File: src/design/srs_pkg.sv
`timescale 1ns / 1ps
`default_nettype none

package srs_pkg;

  localparam int ScriptW = 8;
  localparam int StartW  = 16;
  localparam int LengthW = 17;

  // Configuration register indexes
  localparam logic [1:0] CFG_COMMON  = 2'd0;
  localparam logic [1:0] CFG_UNKNOWN = 2'd1;
  localparam logic [1:0] CFG_LATIN   = 2'd2;

  localparam logic [ScriptW-1:0] CommonReset  = 8'd0;
  localparam logic [ScriptW-1:0] UnknownReset = 8'd255;
  localparam logic [ScriptW-1:0] LatinReset   = 8'd1;

  // Result queue: two words may enter per item
  localparam int QueueDepth = 4;
  localparam int QueuePtrW  = 2;
  localparam int QueueCntW  = 3;

  typedef struct packed {
    logic [ScriptW-1:0] char_script;
    logic               new_paragraph;
    logic               script_is_rtl;
    logic               last_char;
  } in_item_t;

  typedef struct packed {
    logic [StartW-1:0]  out_start;
    logic [LengthW-1:0] out_length;
    logic [ScriptW-1:0] out_script;
    logic               out_final;
  } out_item_t;

  typedef struct packed {
    logic first;   // push one word
    logic second;  // push a second word behind it
  } push_t;

endpackage

`default_nettype wire

File: src/design/script_run_segmenter.sv
`timescale 1ns / 1ps
`default_nettype none

// Channel   Direction  Handshake             Word
// in        input      in_valid / in_stall   in_item_t: one classified character
// out       output     out_valid / out_stall out_item_t: one script run
// cfg       input      cfg_we (no wait)      cfg_index / cfg_data
//
// One character per cycle while the queue has room; it waits in the input
// register until the step queues its runs, which leave one word per cycle.
// A character starts its step only when the four-word result queue has two
// free slots, so the queue sets the rate under a stalled output.
// Synchronous reset clears the run state and loads the register defaults.

module script_run_segmenter #(
  parameter int MAX_CHARS = 65536
) (
  input  wire logic                clk,
  input  wire logic                rst,
  input  wire logic                in_valid,
  output logic                     in_stall,
  input  wire srs_pkg::in_item_t   in_data,
  output logic                     out_valid,
  input  wire logic                out_stall,
  output srs_pkg::out_item_t       out_data,
  input  wire logic                cfg_we,
  input  wire logic [1:0]          cfg_index,
  input  wire logic [7:0]          cfg_data
);
  import srs_pkg::*;

  in_item_t   item;
  logic       item_vld;
  logic       room;
  logic       go;
  push_t      push;
  out_item_t  res0;
  out_item_t  res1;

  assign go       = item_vld && room;
  assign in_stall = item_vld && !room;

  // Input register: hold the word until the step takes it
  always_ff @(posedge clk) begin
    if (rst) begin
      item_vld <= 1'b0;
    end else if (!in_stall) begin
      item_vld <= in_valid;
    end
  end

  always_ff @(posedge clk) begin
    if (!in_stall && in_valid) item <= in_data;
  end

  srs_step #(
    .MAX_CHARS(MAX_CHARS)
  ) u_step (
    .clk       (clk),
    .rst       (rst),
    .cfg_we    (cfg_we),
    .cfg_index (cfg_index),
    .cfg_data  (cfg_data),
    .go        (go),
    .item      (item),
    .push      (push),
    .res0      (res0),
    .res1      (res1)
  );

  srs_queue u_queue (
    .clk       (clk),
    .rst       (rst),
    .push      (push),
    .res0      (res0),
    .res1      (res1),
    .room      (room),
    .out_valid (out_valid),
    .out_stall (out_stall),
    .out_data  (out_data)
  );

endmodule

`default_nettype wire

File: src/design/srs_step.sv
`timescale 1ns / 1ps
`default_nettype none

module srs_step #(
  parameter int MAX_CHARS = 65536
) (
  input  wire logic                clk,
  input  wire logic                rst,
  input  wire logic                cfg_we,
  input  wire logic [1:0]          cfg_index,
  input  wire logic [7:0]          cfg_data,
  input  wire logic                go,
  input  wire srs_pkg::in_item_t   item,
  output srs_pkg::push_t           push,
  output srs_pkg::out_item_t       res0,
  output srs_pkg::out_item_t       res1
);
  import srs_pkg::*;

  localparam int CW = $clog2(MAX_CHARS + 1);
  localparam logic [CW:0]   MaxC   = (CW+1)'(MAX_CHARS);
  localparam logic [CW-1:0] MaxCnt = CW'(MAX_CHARS);
  localparam logic [CW-1:0] MaxBeg = CW'(MAX_CHARS - 1);
  localparam logic [CW-1:0] One    = CW'(1);

  logic [ScriptW-1:0] common_code;
  logic [ScriptW-1:0] unknown_code;
  logic [ScriptW-1:0] latin_code;

  logic [CW-1:0]      run_begin, run_begin_next;
  logic [CW-1:0]      run_count, run_count_next;
  logic [ScriptW-1:0] run_code, run_code_next;
  logic               run_rtl, run_rtl_next;
  logic [CW-1:0]      pending_common, pending_common_next;
  logic               await_first_script, await_first_script_next;
  logic               paragraph_rtl, paragraph_rtl_next;

  function automatic logic [CW-1:0] sat_add(input logic [CW-1:0] a, input logic [CW-1:0] b);
    logic [CW:0] s;
    s = {1'b0, a} + {1'b0, b};
    return (s > MaxC) ? MaxCnt : s[CW-1:0];
  endfunction

  always_ff @(posedge clk) begin
    if (rst) begin
      common_code  <= CommonReset;
      unknown_code <= UnknownReset;
      latin_code   <= LatinReset;
    end else if (cfg_we) begin
      unique case (cfg_index)
        CFG_COMMON:  common_code  <= cfg_data;
        CFG_UNKNOWN: unknown_code <= cfg_data;
        CFG_LATIN:   latin_code   <= cfg_data;
        default: ;
      endcase
    end
  end

  always_comb begin
    logic               is_common;
    logic               emit_change;
    logic [CW:0]        bsum;
    logic [ScriptW-1:0] fcode;
    logic [CW-1:0]      chg_begin;
    logic [CW-1:0]      chg_count;
    logic [ScriptW-1:0] chg_code;

    run_begin_next          = run_begin;
    run_count_next          = run_count;
    run_code_next           = run_code;
    run_rtl_next            = run_rtl;
    pending_common_next     = pending_common;
    await_first_script_next = await_first_script;
    paragraph_rtl_next      = paragraph_rtl;
    emit_change             = 1'b0;
    chg_begin               = run_begin;
    chg_count               = run_count;
    chg_code                = run_code;
    bsum                    = '0;
    fcode                   = run_code;
    is_common               = (item.char_script == common_code);

    if (is_common) begin
      pending_common_next = sat_add(pending_common, One);
      if (item.new_paragraph) begin
        await_first_script_next = 1'b1;
        if (run_code != unknown_code) begin
          run_count_next      = sat_add(run_count, pending_common_next);
          pending_common_next = '0;
        end
      end
    end else begin
      if (await_first_script && item.char_script != unknown_code) begin
        paragraph_rtl_next      = item.script_is_rtl;
        await_first_script_next = 1'b0;
      end
      if (item.char_script != run_code) begin
        // Pending commons join a known closing run when directions agree
        if (run_code != unknown_code &&
            (paragraph_rtl_next == run_rtl || run_rtl == item.script_is_rtl)) begin
          run_count_next      = sat_add(run_count, pending_common);
          pending_common_next = '0;
        end
        emit_change = (run_count_next != '0);
        chg_count   = run_count_next;
        bsum        = {1'b0, run_begin} + {1'b0, run_count_next};
        run_begin_next      = (bsum > {1'b0, MaxBeg}) ? MaxBeg : bsum[CW-1:0];
        run_count_next      = sat_add(pending_common_next, One);
        run_code_next       = item.char_script;
        run_rtl_next        = item.script_is_rtl;
        pending_common_next = '0;
      end else begin
        if (run_code != unknown_code) begin
          run_count_next      = sat_add(run_count, pending_common);
          pending_common_next = '0;
        end
        run_count_next = sat_add(run_count_next, One);
      end
    end

    fcode = (run_code_next == unknown_code) ? latin_code : run_code_next;
    res1.out_start  = StartW'(run_begin_next);
    res1.out_length = LengthW'(sat_add(run_count_next, pending_common_next));
    res1.out_script = fcode;
    res1.out_final  = 1'b1;

    if (emit_change) begin
      res0.out_start  = StartW'(chg_begin);
      res0.out_length = LengthW'(chg_count);
      res0.out_script = chg_code;
      res0.out_final  = 1'b0;
    end else begin
      res0 = res1;
    end

    push.first  = go && (emit_change || item.last_char);
    push.second = go && emit_change && item.last_char;

    if (item.last_char) begin
      run_begin_next          = '0;
      run_count_next          = '0;
      run_code_next           = unknown_code;
      run_rtl_next            = 1'b0;
      pending_common_next     = '0;
      await_first_script_next = 1'b1;
      paragraph_rtl_next      = 1'b0;
    end
  end

  always_ff @(posedge clk) begin
    if (rst) begin
      run_begin          <= '0;
      run_count          <= '0;
      run_code           <= UnknownReset;
      run_rtl            <= 1'b0;
      pending_common     <= '0;
      await_first_script <= 1'b1;
      paragraph_rtl      <= 1'b0;
    end else if (go) begin
      run_begin          <= run_begin_next;
      run_count          <= run_count_next;
      run_code           <= run_code_next;
      run_rtl            <= run_rtl_next;
      pending_common     <= pending_common_next;
      await_first_script <= await_first_script_next;
      paragraph_rtl      <= paragraph_rtl_next;
    end
  end

endmodule

`default_nettype wire

File: src/design/srs_queue.sv
`timescale 1ns / 1ps
`default_nettype none

module srs_queue (
  input  wire logic                clk,
  input  wire logic                rst,
  input  wire srs_pkg::push_t      push,
  input  wire srs_pkg::out_item_t  res0,
  input  wire srs_pkg::out_item_t  res1,
  output logic                     room,
  output logic                     out_valid,
  input  wire logic                out_stall,
  output srs_pkg::out_item_t       out_data
);
  import srs_pkg::*;

  out_item_t             mem [QueueDepth];
  logic [QueuePtrW-1:0]  wr_ptr;
  logic [QueuePtrW-1:0]  rd_ptr;
  logic [QueueCntW-1:0]  count;
  logic                  pop;
  logic [QueueCntW-1:0]  n_push;

  assign pop       = out_valid && !out_stall;
  assign out_valid = (count != '0);
  assign out_data  = mem[rd_ptr];
  // Two free slots cover the worst item
  assign room      = (count <= QueueCntW'(QueueDepth - 2));
  assign n_push    = QueueCntW'(push.first) + QueueCntW'(push.second);

  always_ff @(posedge clk) begin
    if (push.first) mem[wr_ptr] <= res0;
    if (push.second) mem[wr_ptr + QueuePtrW'(1)] <= res1;
  end

  always_ff @(posedge clk) begin
    if (rst) begin
      wr_ptr <= '0;
      rd_ptr <= '0;
      count  <= '0;
    end else begin
      wr_ptr <= wr_ptr + n_push[QueuePtrW-1:0];
      if (pop) rd_ptr <= rd_ptr + QueuePtrW'(1);
      count <= count + n_push - QueueCntW'(pop);
    end
  end

endmodule

`default_nettype wire
File: config.mk
export PLATFORM = sky130hd
export DESIGN_NAME = script_run_segmenter
export DESIGN_NICKNAME = d
export VERILOG_FILES = /design/src/design/srs_pkg.sv /design/src/design/script_run_segmenter.sv /design/src/design/srs_step.sv /design/src/design/srs_queue.sv
export SDC_FILE = /design/constraint.sdc
export NUM_CORES = 1
export LEC_CHECK = 0
export ABC_AREA = 1
export ABC_CLOCK_PERIOD_IN_PS = 12300
export BUFFER_PORTS_ARGS = -buffer_cell sky130_fd_sc_hd__buf_2
export CAP_MARGIN = 20
export CORE_MARGIN = 2
export CORE_UTILIZATION = 45
export DETAILED_ROUTE_END_ITERATION = 8
export GPL_TIMING_DRIVEN = 0
export REMOVE_ABC_BUFFERS = 1
export SLEW_MARGIN = 10
export SYNTH_ARGS = -nofsm -noshare
export SYNTH_HDL_FRONTEND = slang
export SYNTH_HIERARCHICAL = 1
export SYNTH_SLANG_ARGS = --single-unit
File: constraint.sdc
create_clock -name clk -period 12.3 [get_ports clk]
set_clock_uncertainty 0.2 [all_clocks]
set_input_delay 2.46 -clock clk [delete_from_list [all_inputs] [get_ports clk]]
set_output_delay 2.46 -clock clk [all_outputs]
set_load 0.05 [all_outputs]
Word level (Yosys, flattened, before mapping)
Memory sizes are Yosys's and may differ from the RTL's. A register that Yosys moved wholly into a read port is not among the register bits.
Cells that the tools add are included.
{"block": "word_totals", "regBits": 105, "ramBits": 168, "mem_count": 1}
{"block": "classes", "addsub": 13, "magnitude_cmp": 8, "eq_ne": 11, "mux": 56, "n_reduce_logical": 25}
{"name": "u_queue.mem", "words": 4, "word_bits": 42, "read_ports": 1, "rd_clocked_by_memory_dff": 1, "wr": 2, "line": "srs_queue.sv:17", "text": "out_item_t mem [QueueDepth];"}
{"cell": "17-bit two-way mux", "n": 32}
{"cell": "18-bit by 17-bit > comparator with 1-bit output (second input constant)", "n": 6}
{"cell": "17-bit by 17-bit adder with 18-bit output", "n": 4}
{"cell": "17-bit by 1-bit adder with 18-bit output (second input constant)", "n": 3}
{"cell": "42-bit two-way mux", "n": 1}
{"cell": "8-bit two-way mux", "n": 4}
{"cell": "8-bit != test", "n": 3}
{"cell": "18-bit by 16-bit > comparator with 1-bit output (second input constant)", "n": 1}
{"cell": "1-bit two-way mux", "n": 17}
{"cell": "17-bit nonzero test", "n": 1}
{"cell": "8-bit == test", "n": 2}
{"cell": "1-bit logical AND", "n": 9}
{"cell": "2-bit AND reduction", "n": 4}
{"cell": "3-bit AND reduction", "n": 2}
{"cell": "3-bit nonzero test", "n": 2}
{"cell": "2-bit by 1-bit adder with 2-bit output (second input constant)", "n": 2}
{"cell": "2-bit two-way mux", "n": 2}
{"cell": "3-bit adder", "n": 1}
{"cell": "3-bit by 2-bit <= comparator with 1-bit output (second input constant)", "n": 1}
{"cell": "1-bit logical NOT", "n": 3}
{"cell": "3-bit != test (second input constant)", "n": 1}
{"cell": "3-bit by 1-bit subtractor with 3-bit output", "n": 1}
{"cell": "1-bit by 1-bit adder with 2-bit output", "n": 1}
{"cell": "2-bit adder", "n": 1}
{"cell": "7 further kinds", "n": 9}

Logic depth before layout (Yosys ltp)
Gate-level depths: netlist of run 1.
{"block": "depth", "ltp_word": 19, "ltp_mapped": 57, "ltp_nobuf": 54}

Cells and area by module
The synthesis of run 1 kept the hierarchy.
{"module": "srs_step", "instances": 1, "cells_each": 1893, "area_each_um2": 11056.9, "seq_area_each_um2": 1721.7}
{"module": "srs_queue", "instances": 1, "cells_each": 892, "area_each_um2": 8708.4, "seq_area_each_um2": 5225.0}
{"module": "script_run_segmenter", "instances": 1, "cells_each": 20, "area_each_um2": 386.6, "seq_area_each_um2": 350.3}

Worst setup path before layout of run 1
Ideal clock, no wire load.
{"block": "synth_path", "path_type": "register -> register", "startpoint": "register u_step.pending_common[1]", "endpoint": "memory u_queue/mem[3][21] (netlist bit) (data pin)", "setup_time_ns": 0.264, "arrival_time_ns": 7.572, "required_ns": 11.836, "slack_ns": 4.265, "stages_incl_launch_ff": 51, "n_path_buf": 3, "path_cell_list": "dfxtp_1 -> inv_1 -> nor3_1 -> nand2_1 -> nor4_1 -> nand4_1 -> inv_1 -> nor2_1 -> nor4_1 -> o21ai_1 -> clkbuf_1 -> nor2_1 -> ha_1 -> a31oi_1 -> o21ai_1 -> a21boi_0 -> o21ai_1 -> a21oi_1 -> (+15 left out) -> a21oi_1 -> o21bai_1 -> nand3_1 -> nand2_1 -> nand3_1 -> nand2_1 -> a31oi_1 -> o21ai_0 -> xor2_1 -> nand3_1 -> nand2_1 -> nand2_1 -> clkbuf_1 -> nor2_1 -> a21oi_1 -> nor2_1 -> nand2_1 -> o21ai_0"}
{"item": "start: declaration", "line": "srs_step.sv:34", "text": "logic [CW-1:0] pending_common, pending_common_next;"}
{"item": "start signal: assignment", "line": "srs_step.sv:164", "text": "pending_common <= pending_common_next;"}
{"item": "end: declaration", "line": "srs_queue.sv:17"}

==> summary by stage, run 1 <==
Setup path
In this design, the largest share of critical-path delay is due to simple AND/OR/NAND/NOR gates. The startpoint type of the worst setup path is a flip-flop. The required time reported for the critical path endpoint is 12.43 ns. The critical path class is reg -> reg. STA puts the critical path data arrival time at about 11 ns. The number of buffers and inverters on the critical path is 5. The worst reg2reg path startpoint is u_step/pending_common[1]. The nature of the critical path endpoint is a flip-flop. The maximum net fanout on the critical path is 16. For this design, the slowest cell found on the critical path is sky130_fd_sc_hd__clkinv_1.

The start point of the critical path is u_step/pending_common[1]. The largest stage delay on the critical path is 0.67 ns. The most numerous cell on the critical path is sky130_fd_sc_hd__nand2_1.

CTS
The clock tree from TritonCTS is done. The root buffer cell is sky130_fd_sc_hd__clkbuf_16. The number of sinks handled by clock tree synthesis is 275.

The number of hold buffers added after CTS was 0. In this run the deepest clock path goes through 3 buffers. Clock-pin slew was measured on the worst setup and hold paths at about 0.06 ns. Post-CTS timing repair inserted 0 buffers for setup.

In this run the number of H-tree levels came out at 1. The number of buffers created by CTS is 31. The later pin in the worst-skew pair is clocked with a latency of 0.59 ns. Gates resized during post-CTS repair numbered 0.

Synthesis
The synthesized netlist cell count is 2,805. The largest total area in the synthesized netlist belongs to sky130_fd_sc_hd__edfxtp_1. The cell area that synthesis handed to floorplanning was 20,200 sq um. By area the synthesized netlist is led by sky130_fd_sc_hd__edfxtp_1, sky130_fd_sc_hd__nand2_1, sky130_fd_sc_hd__dfxtp_1. The share of synthesized area in the top cell type comes to 0.267. The share of the Yosys chip area taken by registers is 0.362. Dividing the synthesized area by the synthesized cell count gives 7.18 sq um. The synthesized netlist contains 63 unique library cells. The warning count from the yosys run is 6. The number of storage elements in the synthesis netlist is 275.

Die
The I/O pin count is 70. The count of standard-cell rows is 77. After floorplanning, the core was sized to cover 44,200 sq um. The effective utilization at floorplan is 0.456. The chip height is 216 um. The die covers 46,500 sq um. The die is 216 um wide.

Global route
The largest net degree at the start of global routing is 81. Across every metal layer, demand over resource in global routing totals 0.252. Summed over all layers, the global routing overflow is 0.

The number of antenna violations at the first check in global routing is 0. The number of global-route vias before repair is 17,500. The wire length of the first global-routing pass is 94,700 um.

Detailed routing
The residual DRC count is 0. The routed design uses 27,500 um of met2 wire. The wire length on met1 is ~27,000 um. The highest metal layer carrying signal wires in the routed design is met4. The detailed-route wire length per cell is 17.3 um. The number of iterations in the first detailed-routing pass is 6. The routed design uses 3830 um of met3 wire.

The routed design has 59,200 um of wire. Once detail routing completed, the nets flagged for antenna violations numbered 0. Using the TritonRoute via totals, the vias-per-cell ratio works out to between 5 and 6. Detailed routing inserted a total of 18,700 vias. The initial detailed-routing violation count is 1,456.

Place
The routability-driven placement congestion ratio is 0.899. The number of buffer cells added on primary ports is 69. The HPWL after detailed placement is 43,000 um.

The instance area at placement is 21,100 sq um. Including well taps, the total number of placed cells is 3,358.

Cells and area
Leaving out fill and tap cells, the most frequent cells in the layout are sky130_fd_sc_hd__nand2_1, sky130_fd_sc_hd__nor2_1, sky130_fd_sc_hd__o21ai_0. In the final layout, the share of cells above drive strength 1 is 0.0998. The finished layout holds 3,417 standard cells, fillers aside. The post-route standard cell area excluding fillers is 22,100 sq um. The repair_antennas step left the layout with diodes totalling 0. Compared with the post-synthesis result, the final layout area differs by 9.64%. Leaving out fill and tap cells, the most frequent cell in the layout is sky130_fd_sc_hd__nand2_1. The number of nets in the finished design is ~2,900.

STA
The headroom to the max-slew limit is 0.272. The achievable frequency is 0.0891 GHz. Setup total negative slack on the finished layout was measured at 0 ns. Setup violations remaining at the end of the flow were counted as 0. Setup repair after global routing left no endpoint under its margin. The number of endpoints with negative hold slack in the final report is 0. The worst path in the final design needs a cycle of 11.22 ns, including I/O delays and setup. The actual transition at the worst max-transition pin is 1.09 ns. The final max-slew violation count is 0. In the finished design, the share of the clock period the worst path needs comes to 0.912.

Power
In this run the power density over the cells is 129 nW/um^2. IR analysis of the VDD net gives a maximum drop of 0.0914 mV. The total leakage power is 9.03 nW. Power comes to roughly 2.8 mW.

Hold path
The classification of the worst-slack hold path is reg -> reg. In this run the most critical hold path is launched from u_step/latin_code[7].

Status
The flow ran to the end, and the final reports show no timing, DRC or antenna violations.

Run
Across the run, the number of max-cap violations was 0.
state kept, by name, summed over array words and instances (netlist names), 2 cells and up, named ones only:
name and flops:
u_step/pending_common 17, u_step/run_code 8, u_step/unknown_code 8, item 11, u_queue/rd_ptr 2, u_queue/wr_ptr 2, u_step/latin_code 8, u_step/common_code 8
u_step/run_count 17, u_queue/mem 168, u_step/run_begin 17, u_queue/count 3
cells by family (layout without fill, tap and decap cells):
| family | after synthesis | in the layout | synth area share |
|---|---|---|---|
| adders and majority gates | 82 | 82 | 0.0528 |
| DFF | 275 | 275 | 0.362 |
| buffers and inverters | 403 | 423 | 0.0910 |
| xor gates and xnor gates | 80 | 80 | 0.0348 |
| other | 1 | 1 | 0.000186 |
| AOI/OAI and AO/OA | 639 | 639 | 0.175 |
| and+or+nand+nor | 1325 | 1325 | 0.284 |
worst paths after layout:
check / end / slack [ns] / cells after the start
setup / recovery: u_queue/mem[3][23] / 1.08 / 52
hold / removal: u_step/latin_code[7] / 0.25 / 2
setup reg to reg: u_queue/mem[3][23] / 1.08 / 52
hold reg to reg: u_step/latin_code[7] / 0.25 / 2
final cells by class:
class	instances	area, sq um
Clock buffer	38	852
Clock inverter	20	175
Fill cell	4362	22100
Inverter	268	1010
Multi-Input combinational cell	2127	11100
Sequential cell	275	7300
Tap cell	592	741
Timing Repair Buffer	97	876
power breakdown:
part / internal, mW / switching, mW / leakage [nW] / total [mW]
logic: 0.209 / 0.617 / 6.10 / 0.826
clock network: 0.535 / 0.401 / 0.499 / 0.936
registers: 1.05 / 0.0321 / 2.44 / 1.08
total: 1.80 / 1.05 / 9.03 / 2.85
synth_stat cells (all sizes together):
library cell / count
o21bai: 8
buf: 62
clkbuf: 73
a22oi: 1
o211ai: 9
o21a: 1
nand4: 37
o22ai: 42
a211oi: 3
conb: 1
nand3b: 4
nor4b: 1
a21oi: 172
a41oi: 1
nor2: 302
nor3: 26
a2111oi: 1
ha: 77
and3: 2
a31oi: 27
nand2: 764
and2: 16
xnor2: 17
o41ai: 1
a21o: 3
dfxtp: 96
inv: 262
clkinv: 6
edfxtp: 179
o221ai: 1
xor2: 63
or4: 1
fa: 5
a21boi: 2
o31ai: 14
nor4: 7
nand3: 152
o21ai: 343
or2: 13
a221oi: 10
layer usage:
layer / GRT usage / vias up
met1: 0.353 / 8655
met2: 0.422 / 537
li1: - / 9397
met5: 0 / -
met4: 0.0536 / 0
met3: 0.0283 / 73
through the flow:
step	setup slack, ns	hold slack, ns	utilization
4_1_cts	0.966	0.251	0.499
5_1_grt	0.146	0.280	0.500
6_report	1.08	0.250	0.500
3_5_place_dp	1.01	0.242	0.476
2_1_floorplan	3.11	0.227	-
3_3_place_gp	-2.76	0.236	0.462
worst register-to-register path: cells and delay by family (launching register included):
| family | cells | cell delay (ns) |
|---|---|---|
| AOI/OAI and AO/OA | 17 | 3.28 |
| xor gates and xnor gates | 1 | 0.14 |
| adders and majority gates | 2 | 0.68 |
| DFF | 1 | 0.48 |
| and+or+nand+nor | 27 | 5.00 |
| buffers and inverters | 5 | 1.25 |
(Power assumes the default switching activity.)
==> run 2, diff against run 1 <==
--- a/config.mk
+++ b/config.mk
@@ -5,7 +5,6 @@
 export SDC_FILE = /design/constraint.sdc
 export NUM_CORES = 1
 export LEC_CHECK = 0
-export ABC_AREA = 1
 export ABC_CLOCK_PERIOD_IN_PS = 12300
 export BUFFER_PORTS_ARGS = -buffer_cell sky130_fd_sc_hd__buf_2
 export CAP_MARGIN = 20
==> summary by stage, run 2 <==
Die
The I/O pin count is 70. For this configuration, the core starts out at a cell density of 0.455. The region available for standard cell placement spans 43,100 sq um. The floorplan step set the die height to 213 um. The floorplan step defined a die boundary enclosing 45,200 sq um. After floorplanning, the core was divided into 76 placement rows. From left edge to right edge, the die measures 213 um.

Cells and area
Leaving out fill and tap cells, the most frequent cell in the layout is sky130_fd_sc_hd__edfxtp_1. The area overhead of the layout relative to synthesis is 11.2%. The post-route standard cell area excluding fillers is 21,800 sq um. In the layout the commonest cells are sky130_fd_sc_hd__edfxtp_1, sky130_fd_sc_hd__nor2_1, sky130_fd_sc_hd__nand2_1. The number of nets in the finished design is between 2,000 and 2,500.

The register with the most flip-flops in the layout has 168 of them. The fraction of layout instances using a drive strength above 1 is 0.196. The number of antenna diodes in the final layout is 0. More flip-flops sit in one register than any other, and that register is u_queue/mem.

Synthesis
The number of different library cells in the post-synthesis netlist is 94. In the synthesized netlist, the cells that appear most often are sky130_fd_sc_hd__edfxtp_1, sky130_fd_sc_hd__nor2_1, sky130_fd_sc_hd__nand2_1, sky130_fd_sc_hd__mux2_2, sky130_fd_sc_hd__a21oi_1. The area share of the leading cell type in the synthesized netlist is 0.274. The average cell area after synthesis is 10.0 sq um. Among all flip-flop cells after synthesis, the most frequent one is sky130_fd_sc_hd__edfxtp_1. The share of synthesized flip-flops with an asynchronous set or reset is 0. The number of storage elements in the synthesis netlist is approximately 280. Yosys attributes the largest share of cell area to sky130_fd_sc_hd__edfxtp_1, sky130_fd_sc_hd__dfxtp_1, sky130_fd_sc_hd__mux2_2. The sequential-to-total area share from yosys stat is 0.372.

The number of flops mapped to enable cells by yosys is between 150 and 200. The warning count from the yosys run is 6. The post-synth design cell area is slightly below 20,000 sq um.

The synthesized netlist cell count is 1,953. The largest total area in the synthesized netlist belongs to sky130_fd_sc_hd__edfxtp_1. The most common cell in the synthesized netlist is sky130_fd_sc_hd__edfxtp_1.

Global route
The largest net degree at the start of global routing is roughly 70. The number of global-route vias before repair is 14,900. The first global-routing pass estimated 87,700 um of wire. The number of antenna violations at the first check in global routing was 3. The sum of overflow across all layers after global routing is 0. The aggregate global-route resource usage is 0.250.

Setup path
For this run, the slowest stage of the critical path takes 0.53 ns. The nature of the critical path endpoint is a flip-flop. The largest individual stage delay along the critical path comes from the cell sky130_fd_sc_hd__or4b_1. The setup path with the least slack is of type reg -> reg. STA classifies the critical path startpoint as a flip-flop.

At the worst endpoint, the arrival time is 12.06 ns. STA puts the critical path data required time at 12.56 ns. The maximum net fanout on the critical path is 13.

Power
Internal power comes to 2.01 mW. Across the VDD grid, the largest voltage drop is approximately 0.12 mV. The clock network power share is 0.312.

Power comes to about 3.0 mW. Dividing total power by cell area gives a power density of 140 nW/um^2. The power spent charging and discharging nets is approximately 1.0 mW. The switching share of total power is 0.340. In this run the static leakage power is between 8 and 9 nW. The combinational share of power is 0.313. The share of total power dissipated in sequential elements is 0.376.

CTS
TritonCTS built the clock tree. CTS built an H-tree with a depth of 1. Clock latency on the worst-skew pair, taken at its later pin, is 0.59 ns. The number of buffers created by CTS is 31.

After clock tree synthesis, the clock-pin slew on the worst setup and hold paths is roughly 0.060 ns. After clock tree synthesis, the flow added hold-fix buffers numbering 0. The tree is rooted in a sky130_fd_sc_hd__clkbuf_16. The number of sinks handled by clock tree synthesis is 275.

In this run the deepest clock path goes through 3 buffers.

Status
The flow ran to the end, and the final reports show no timing, DRC or antenna violations.

Detailed routing
The aggregate routed wire length is 56,900 um. The first TritonRoute pass finished after 6 iterations. For this block, the initial DRC count from the detailed router was 1,433. The number of nets with antenna violations after routing is 0.

The detailed-route via count is 15,500. The number of vias per cell is 6.05. The residual DRC count is 0.

The detailed-route wire length per cell is 22.2 um.

STA
Static timing analysis puts the maximum clock frequency at 0.0847 GHz. In the post-route analysis, the smallest setup slack over all paths is 0.499 ns. The actual transition at the worst max-transition pin is 1.27 ns. The minimum clock period is 11.80 ns. Dividing the final minimum period by the clock period gives 0.959. The final max-slew violation count is 0. The number of endpoints failing setup at the final stage is 0. The number of endpoints with negative hold slack in the final report is 0. Measured against its own limit, the worst slew margin works out to 0.146.

Hold path
The worst hold path belongs to the class reg -> reg.

Run
Across the run, the number of max-cap violations was 0.

Place
The wire-length estimate of the detail-placed layout is between 40,000 and 50,000 um. The placed instances occupy a cell area of 20,700 sq um. Routability-driven placement finished with a final weighted congestion of 0.925. Prior to clock tree synthesis, the placed netlist has a worst setup slack of 0.0523 ns. In this run the tool buffered the top-level ports with 69 buffer cells.
## run 2: cell type report
class                           instances  area, sq um
Clock buffer                           47          886
Timing Repair Buffer                   91          773
Clock inverter                         11          156
Inverter                               44          165
Tap cell                              585          732
Multi-Input combinational cell       1517        11800
Sequential cell                       275         7300
Fill cell                            3891        21300
## run 2: repair_timing
action                                  in CTS  in global routing
endpoints found under the setup margin       6                 60
gates resized for setup                      1                  8
setup buffers                                0                  0
## run 2: power by group through the flow
stage               Clock (mW)  Sequential, mW  Combinational [mW]
floorplan                    0            1.16               0.670
global placement             0            1.19               0.877
detailed placement           0            1.17               0.946
CTS                      0.969            1.15               0.955
global route              1.01            1.15                1.02
finish                   0.949            1.14               0.953
## run 2: layer usage
| metal | part of all wire | global-route usage |
|---|---|---|
| met1 | 0.44 | 0.341 |
| met2 | 0.47 | 0.416 |
| met3 | 0.058 | 0.0344 |
| met4 | 0.028 | 0.0719 |
| met5 | 0.00023 | 0 |
## run 2: per-stage QoR
| stage | hold WS (ns) | setup TNS, ns | utilization | cells |
|---|---|---|---|---|
| after floorplan | 0.231 | 0 | - | 1836 |
| after global placement | 0.250 | -251.23 | 0.468 | 2490 |
| after detailed placement | 0.260 | 0 | 0.480 | 2509 |
| after CTS | 0.276 | 0 | 0.505 | 2567 |
| after global routing | 0.302 | -0.749 | 0.506 | 2570 |
| final | 0.283 | 0 | 0.506 | 2570 |
## run 2: cells by family (layout without fill, tap and decap cells)
kind of cell             after synthesis  in the layout  share of synthesized area
AND/OR/NAND/NOR                      612            612                      0.155
adder cells (fa/ha/maj)               82             82                     0.0543
XOR/XNOR                             125            125                     0.0559
other                                  1              1                   0.000191
flip-flops                           275            275                      0.372
buffers and inverters                161            193                     0.0342
AO/OA/AOI/OAI                        427            427                      0.151
multiplexers                         270            270                      0.178
## run 2: critical path: cells and delay by family (launching register included)
family	cells	cell delay [ns]
AOI/OAI and AO/OA	16	4.70
and+or+nand+nor	13	3.89
adders and majority gates	4	1.36
xor gates and xnor gates	2	0.55
DFF	1	0.50
muxes	2	0.37
buffers and inverters	1	0.09
## run 2: final timing paths
| kind | startpoint | cells after the start | slack, ns | end |
|---|---|---|---|---|
| worst min-delay path | u_step/latin_code[0] | 1 | 0.28 | u_step/latin_code[0] |
| worst min register to register | u_step/latin_code[0] | 1 | 0.28 | u_step/latin_code[0] |
| worst max register to register | u_step/pending_common[0] | 38 | 0.50 | u_queue/mem[0][11] |
| worst max-delay path | u_step/pending_common[0] | 38 | 0.50 | u_queue/mem[0][11] |
==> run 3, diff against run 2 <==
--- a/config.mk
+++ b/config.mk
@@ -16,5 +16,4 @@
 export SLEW_MARGIN = 10
 export SYNTH_ARGS = -nofsm -noshare
 export SYNTH_HDL_FRONTEND = slang
-export SYNTH_HIERARCHICAL = 1
 export SYNTH_SLANG_ARGS = --single-unit
==> summary by stage, run 3 <==
Status
The run finished with clean final reports.

Synthesis
The post-synth design cell area is 19,900 sq um. The sequential-to-total area share from yosys stat is 0.364. The area share of the leading cell type in the synthesized netlist is 0.264. The synthesized netlist cell count is 2,176.

For this run, the leading register cell type out of synthesis is sky130_fd_sc_hd__edfxtp_1. Each instance of the synthesized netlist takes up on average 9.16 sq um. The number of different library cells used by synthesis comes to 99.

The most common cell in the synthesized netlist is sky130_fd_sc_hd__nand2_1. The largest total area in the synthesized netlist belongs to sky130_fd_sc_hd__edfxtp_1. The warning count from the yosys run is 0.

The number of storage elements in the synthesis netlist is 275. By count the netlist is led by sky130_fd_sc_hd__nand2_1, sky130_fd_sc_hd__nor2_1, sky130_fd_sc_hd__edfxtp_1, sky130_fd_sc_hd__o21ai_0, sky130_fd_sc_hd__clkbuf_1. After synthesis, the share of flip-flops with an asynchronous set or reset is 0. Yosys attributes the largest share of cell area to sky130_fd_sc_hd__edfxtp_1, sky130_fd_sc_hd__dfxtp_1, sky130_fd_sc_hd__ha_1. The number of flops mapped to enable cells by yosys is 175.

CTS
The number of buffers on the longest clock path is 3. TritonCTS built the clock tree. CTS built an H-tree with a depth of 1. The register clock-pin slew on the reported worst setup and hold paths is ~0.060 ns.

The cell sitting at the root of the clock tree is a sky130_fd_sc_hd__clkbuf_16. The number of hold-repair buffers added at the cts stage is 0. The clock latency at the later pin of the worst-skew pair is roughly 0.57 ns.

The number of buffers created by CTS is 29. Post-CTS repair changed the size of 0 cells. The number of sinks handled by clock tree synthesis is 275. The number of post-CTS setup repair buffers is 0.

Cells and area
The fraction of layout instances using a drive strength above 1 is 0.128. From synthesis to final layout, the design area changed by 11.5%. The most frequent standard cell in the layout excluding fill and tap cells is sky130_fd_sc_hd__nand2_1.

Fill cells in the final layout number 4,102. Registers take 7260 sq um. The register with the most flip-flops in the layout has between 150 and 200 of them. The number of nets in the finished design is about 2,300. The top cell types in the final layout, fill and taps aside, are sky130_fd_sc_hd__nand2_1, sky130_fd_sc_hd__nor2_1, sky130_fd_sc_hd__edfxtp_1. The multi-input combinational cells in the finished layout cover a total of 12,000 sq um. Counting flops per register, the top entry is u_queue.mem.

Global route
The first global-routing pass estimated between 100,000 and 150,000 um of wire. The aggregate global-route resource usage is 0.292. The number of global-route vias before repair came to 17,200.

The number of antenna violations at the first check in global routing is 1. The sum of overflow across all layers after global routing is 0. Entering global routing, the biggest net connects 69 pins.

Setup path
The worst reg2reg path startpoint is u_step.pending_common[4]. In this design, the largest share of critical-path delay is due to simple AND/OR/NAND/NOR gates. STA classifies the critical path startpoint as a flip-flop.

The cell with the largest stage delay on the worst path is sky130_fd_sc_hd__dfxtp_1. For the worst setup path, the data required time is 12.47 ns. The maximum net fanout on the critical path is 17. The data arrival time at the worst-slack endpoint is ~12 ns.

The worst setup path is of the reg -> reg kind. The most numerous cell on the critical path is sky130_fd_sc_hd__or4_1. Tracing the worst setup path back leads to its startpoint at u_step.pending_common[4]. The nature of the critical path endpoint is a flip-flop. The largest single stage delay on the critical path is between 0.7 and 0.8 ns. Counting both buffers and inverters, the worst setup path holds a total of 1.

Run
Across the run, the number of max-cap violations was 0.

STA
Setup slack on the critical path of the routed design comes to 0.439 ns. Of the available clock period, the critical path in the final layout requires 0.964. The number of endpoints with negative hold slack in the final report is 0.

The achievable frequency is 0.0843 GHz. The smallest clock period supported by the final layout is computed as 11.86 ns. Setup repair after global routing left no endpoint under its margin. The setup total negative slack is 0 ns. The actual transition at the worst max-transition pin is 1.19 ns. Setup violations remaining at the end of the flow were counted as 0.

The final max-slew violation count came to 0. The headroom to the max-slew limit is 0.205.

Detailed routing
The aggregate routed wire length is 69,000 um. In the detailed route, the total length drawn on met2 is 31,400 um. The number of nets with antenna violations after routing is 0.

The highest layer touched by signal routing is met4. The wire length on met1 is between 20,000 and 30,000 um. The detailed-route via count is 18,100.

The number of iterations in the first detailed-routing pass is 6. The number of vias per cell is around 6.5. The initial detailed-routing violation count is 2,110.

Wire segments on met3 add up to 5790 um in the final route. The detailed-route wire length per cell is approximately 25 um. The residual DRC count is 0.

Power
Dividing total power by cell area gives a power density of 144 nW/um^2. In this run the static leakage power is 8.06 nW. The maximum vdd ir drop is roughly 0.11 mV.

The overall power is 3.20 mW.

Die
The count of standard-cell rows is just under 80. Pin placement for this block handled 70 I/O pins. The total die area is 46,000 sq um. The floorplan step defined a core boundary enclosing 43,900 sq um. In this run the vertical extent of the chip is 215 um. The effective utilization at floorplan is 0.454.

Measured along the x axis, the die boundary spans around 210 um.

Place
The post-placement worst setup slack is 0.180 ns. The HPWL after detailed placement is 50,100 um. Buffers placed on the I/O ports in this run total 69. The congestion estimate from routability-driven global placement came to between 0.9 and 1.

Hold path
The classification of the worst-slack hold path is reg -> reg. The startpoint of the most critical hold path is u_queue.mem[0][0].
## run 3: changes by cell type after synthesis, sizes merged, moves of 39 or more
| cell | change |
|---|---|
| nand2 | +105 |
| o21ai | +71 |
| mux2 | -190 |
| o22ai | +43 |
| a21oi | -39 |
## run 3: routing by layer
metal  vias to the layer above  GRT usage
met2                       891      0.470
met3                       166     0.0369
met4                         0      0.100
met1                      8798      0.408
met5                         -          0
li1                       8223          -
## run 3: cell type report
cell class                      count  area share
Antenna cell                        1    0.000113
Tap cell                          592      0.0333
Timing Repair Buffer              111      0.0496
Inverter                           63      0.0106
Sequential cell                   275       0.327
Clock buffer                       43      0.0372
Clock inverter                     10     0.00371
Multi-Input combinational cell   1687       0.539
## run 3: worst paths after layout
check	endpoint	slack (ns)	depth (start not counted)
setup / recovery	u_queue.mem[2][15]	0.44	33
hold / removal	u_queue.mem[0][0]	0.27	1
setup reg to reg	u_queue.mem[2][15]	0.44	33
hold reg to reg	u_queue.mem[0][0]	0.27	1
## run 3: cells by family after synthesis
family | synth area share
muxes | 0.0823
buffers and inverters | 0.0436
xor gates and xnor gates | 0.0583
adders and majority gates | 0.0540
DFF | 0.364
AOI/OAI and AO/OA | 0.217
and+or+nand+nor | 0.181
## run 3: power breakdown
part / switching, mW / internal (mW) / total [mW] / leakage (nW)
logic: 0.814 / 0.395 / 1.21 / 5.25
registers: 0.0732 / 1.05 / 1.13 / 2.36
clock network: 0.376 / 0.485 / 0.861 / 0.445
## run 3: stage by stage
| step | area, sq um | hold WS [ns] | std cells | utilization |
|---|---|---|---|---|
| CTS | 22100 | 0.266 | 2774 | 0.504 |
| global route | 22200 | 0.298 | 2781 | 0.506 |
| floorplan | 19300 | 0.222 | 2025 | - |
| global placement | 20400 | 0.234 | 2686 | 0.464 |
| finish | 22200 | 0.271 | 2782 | 0.506 |
| detailed placement | 21200 | 0.241 | 2721 | 0.483 |
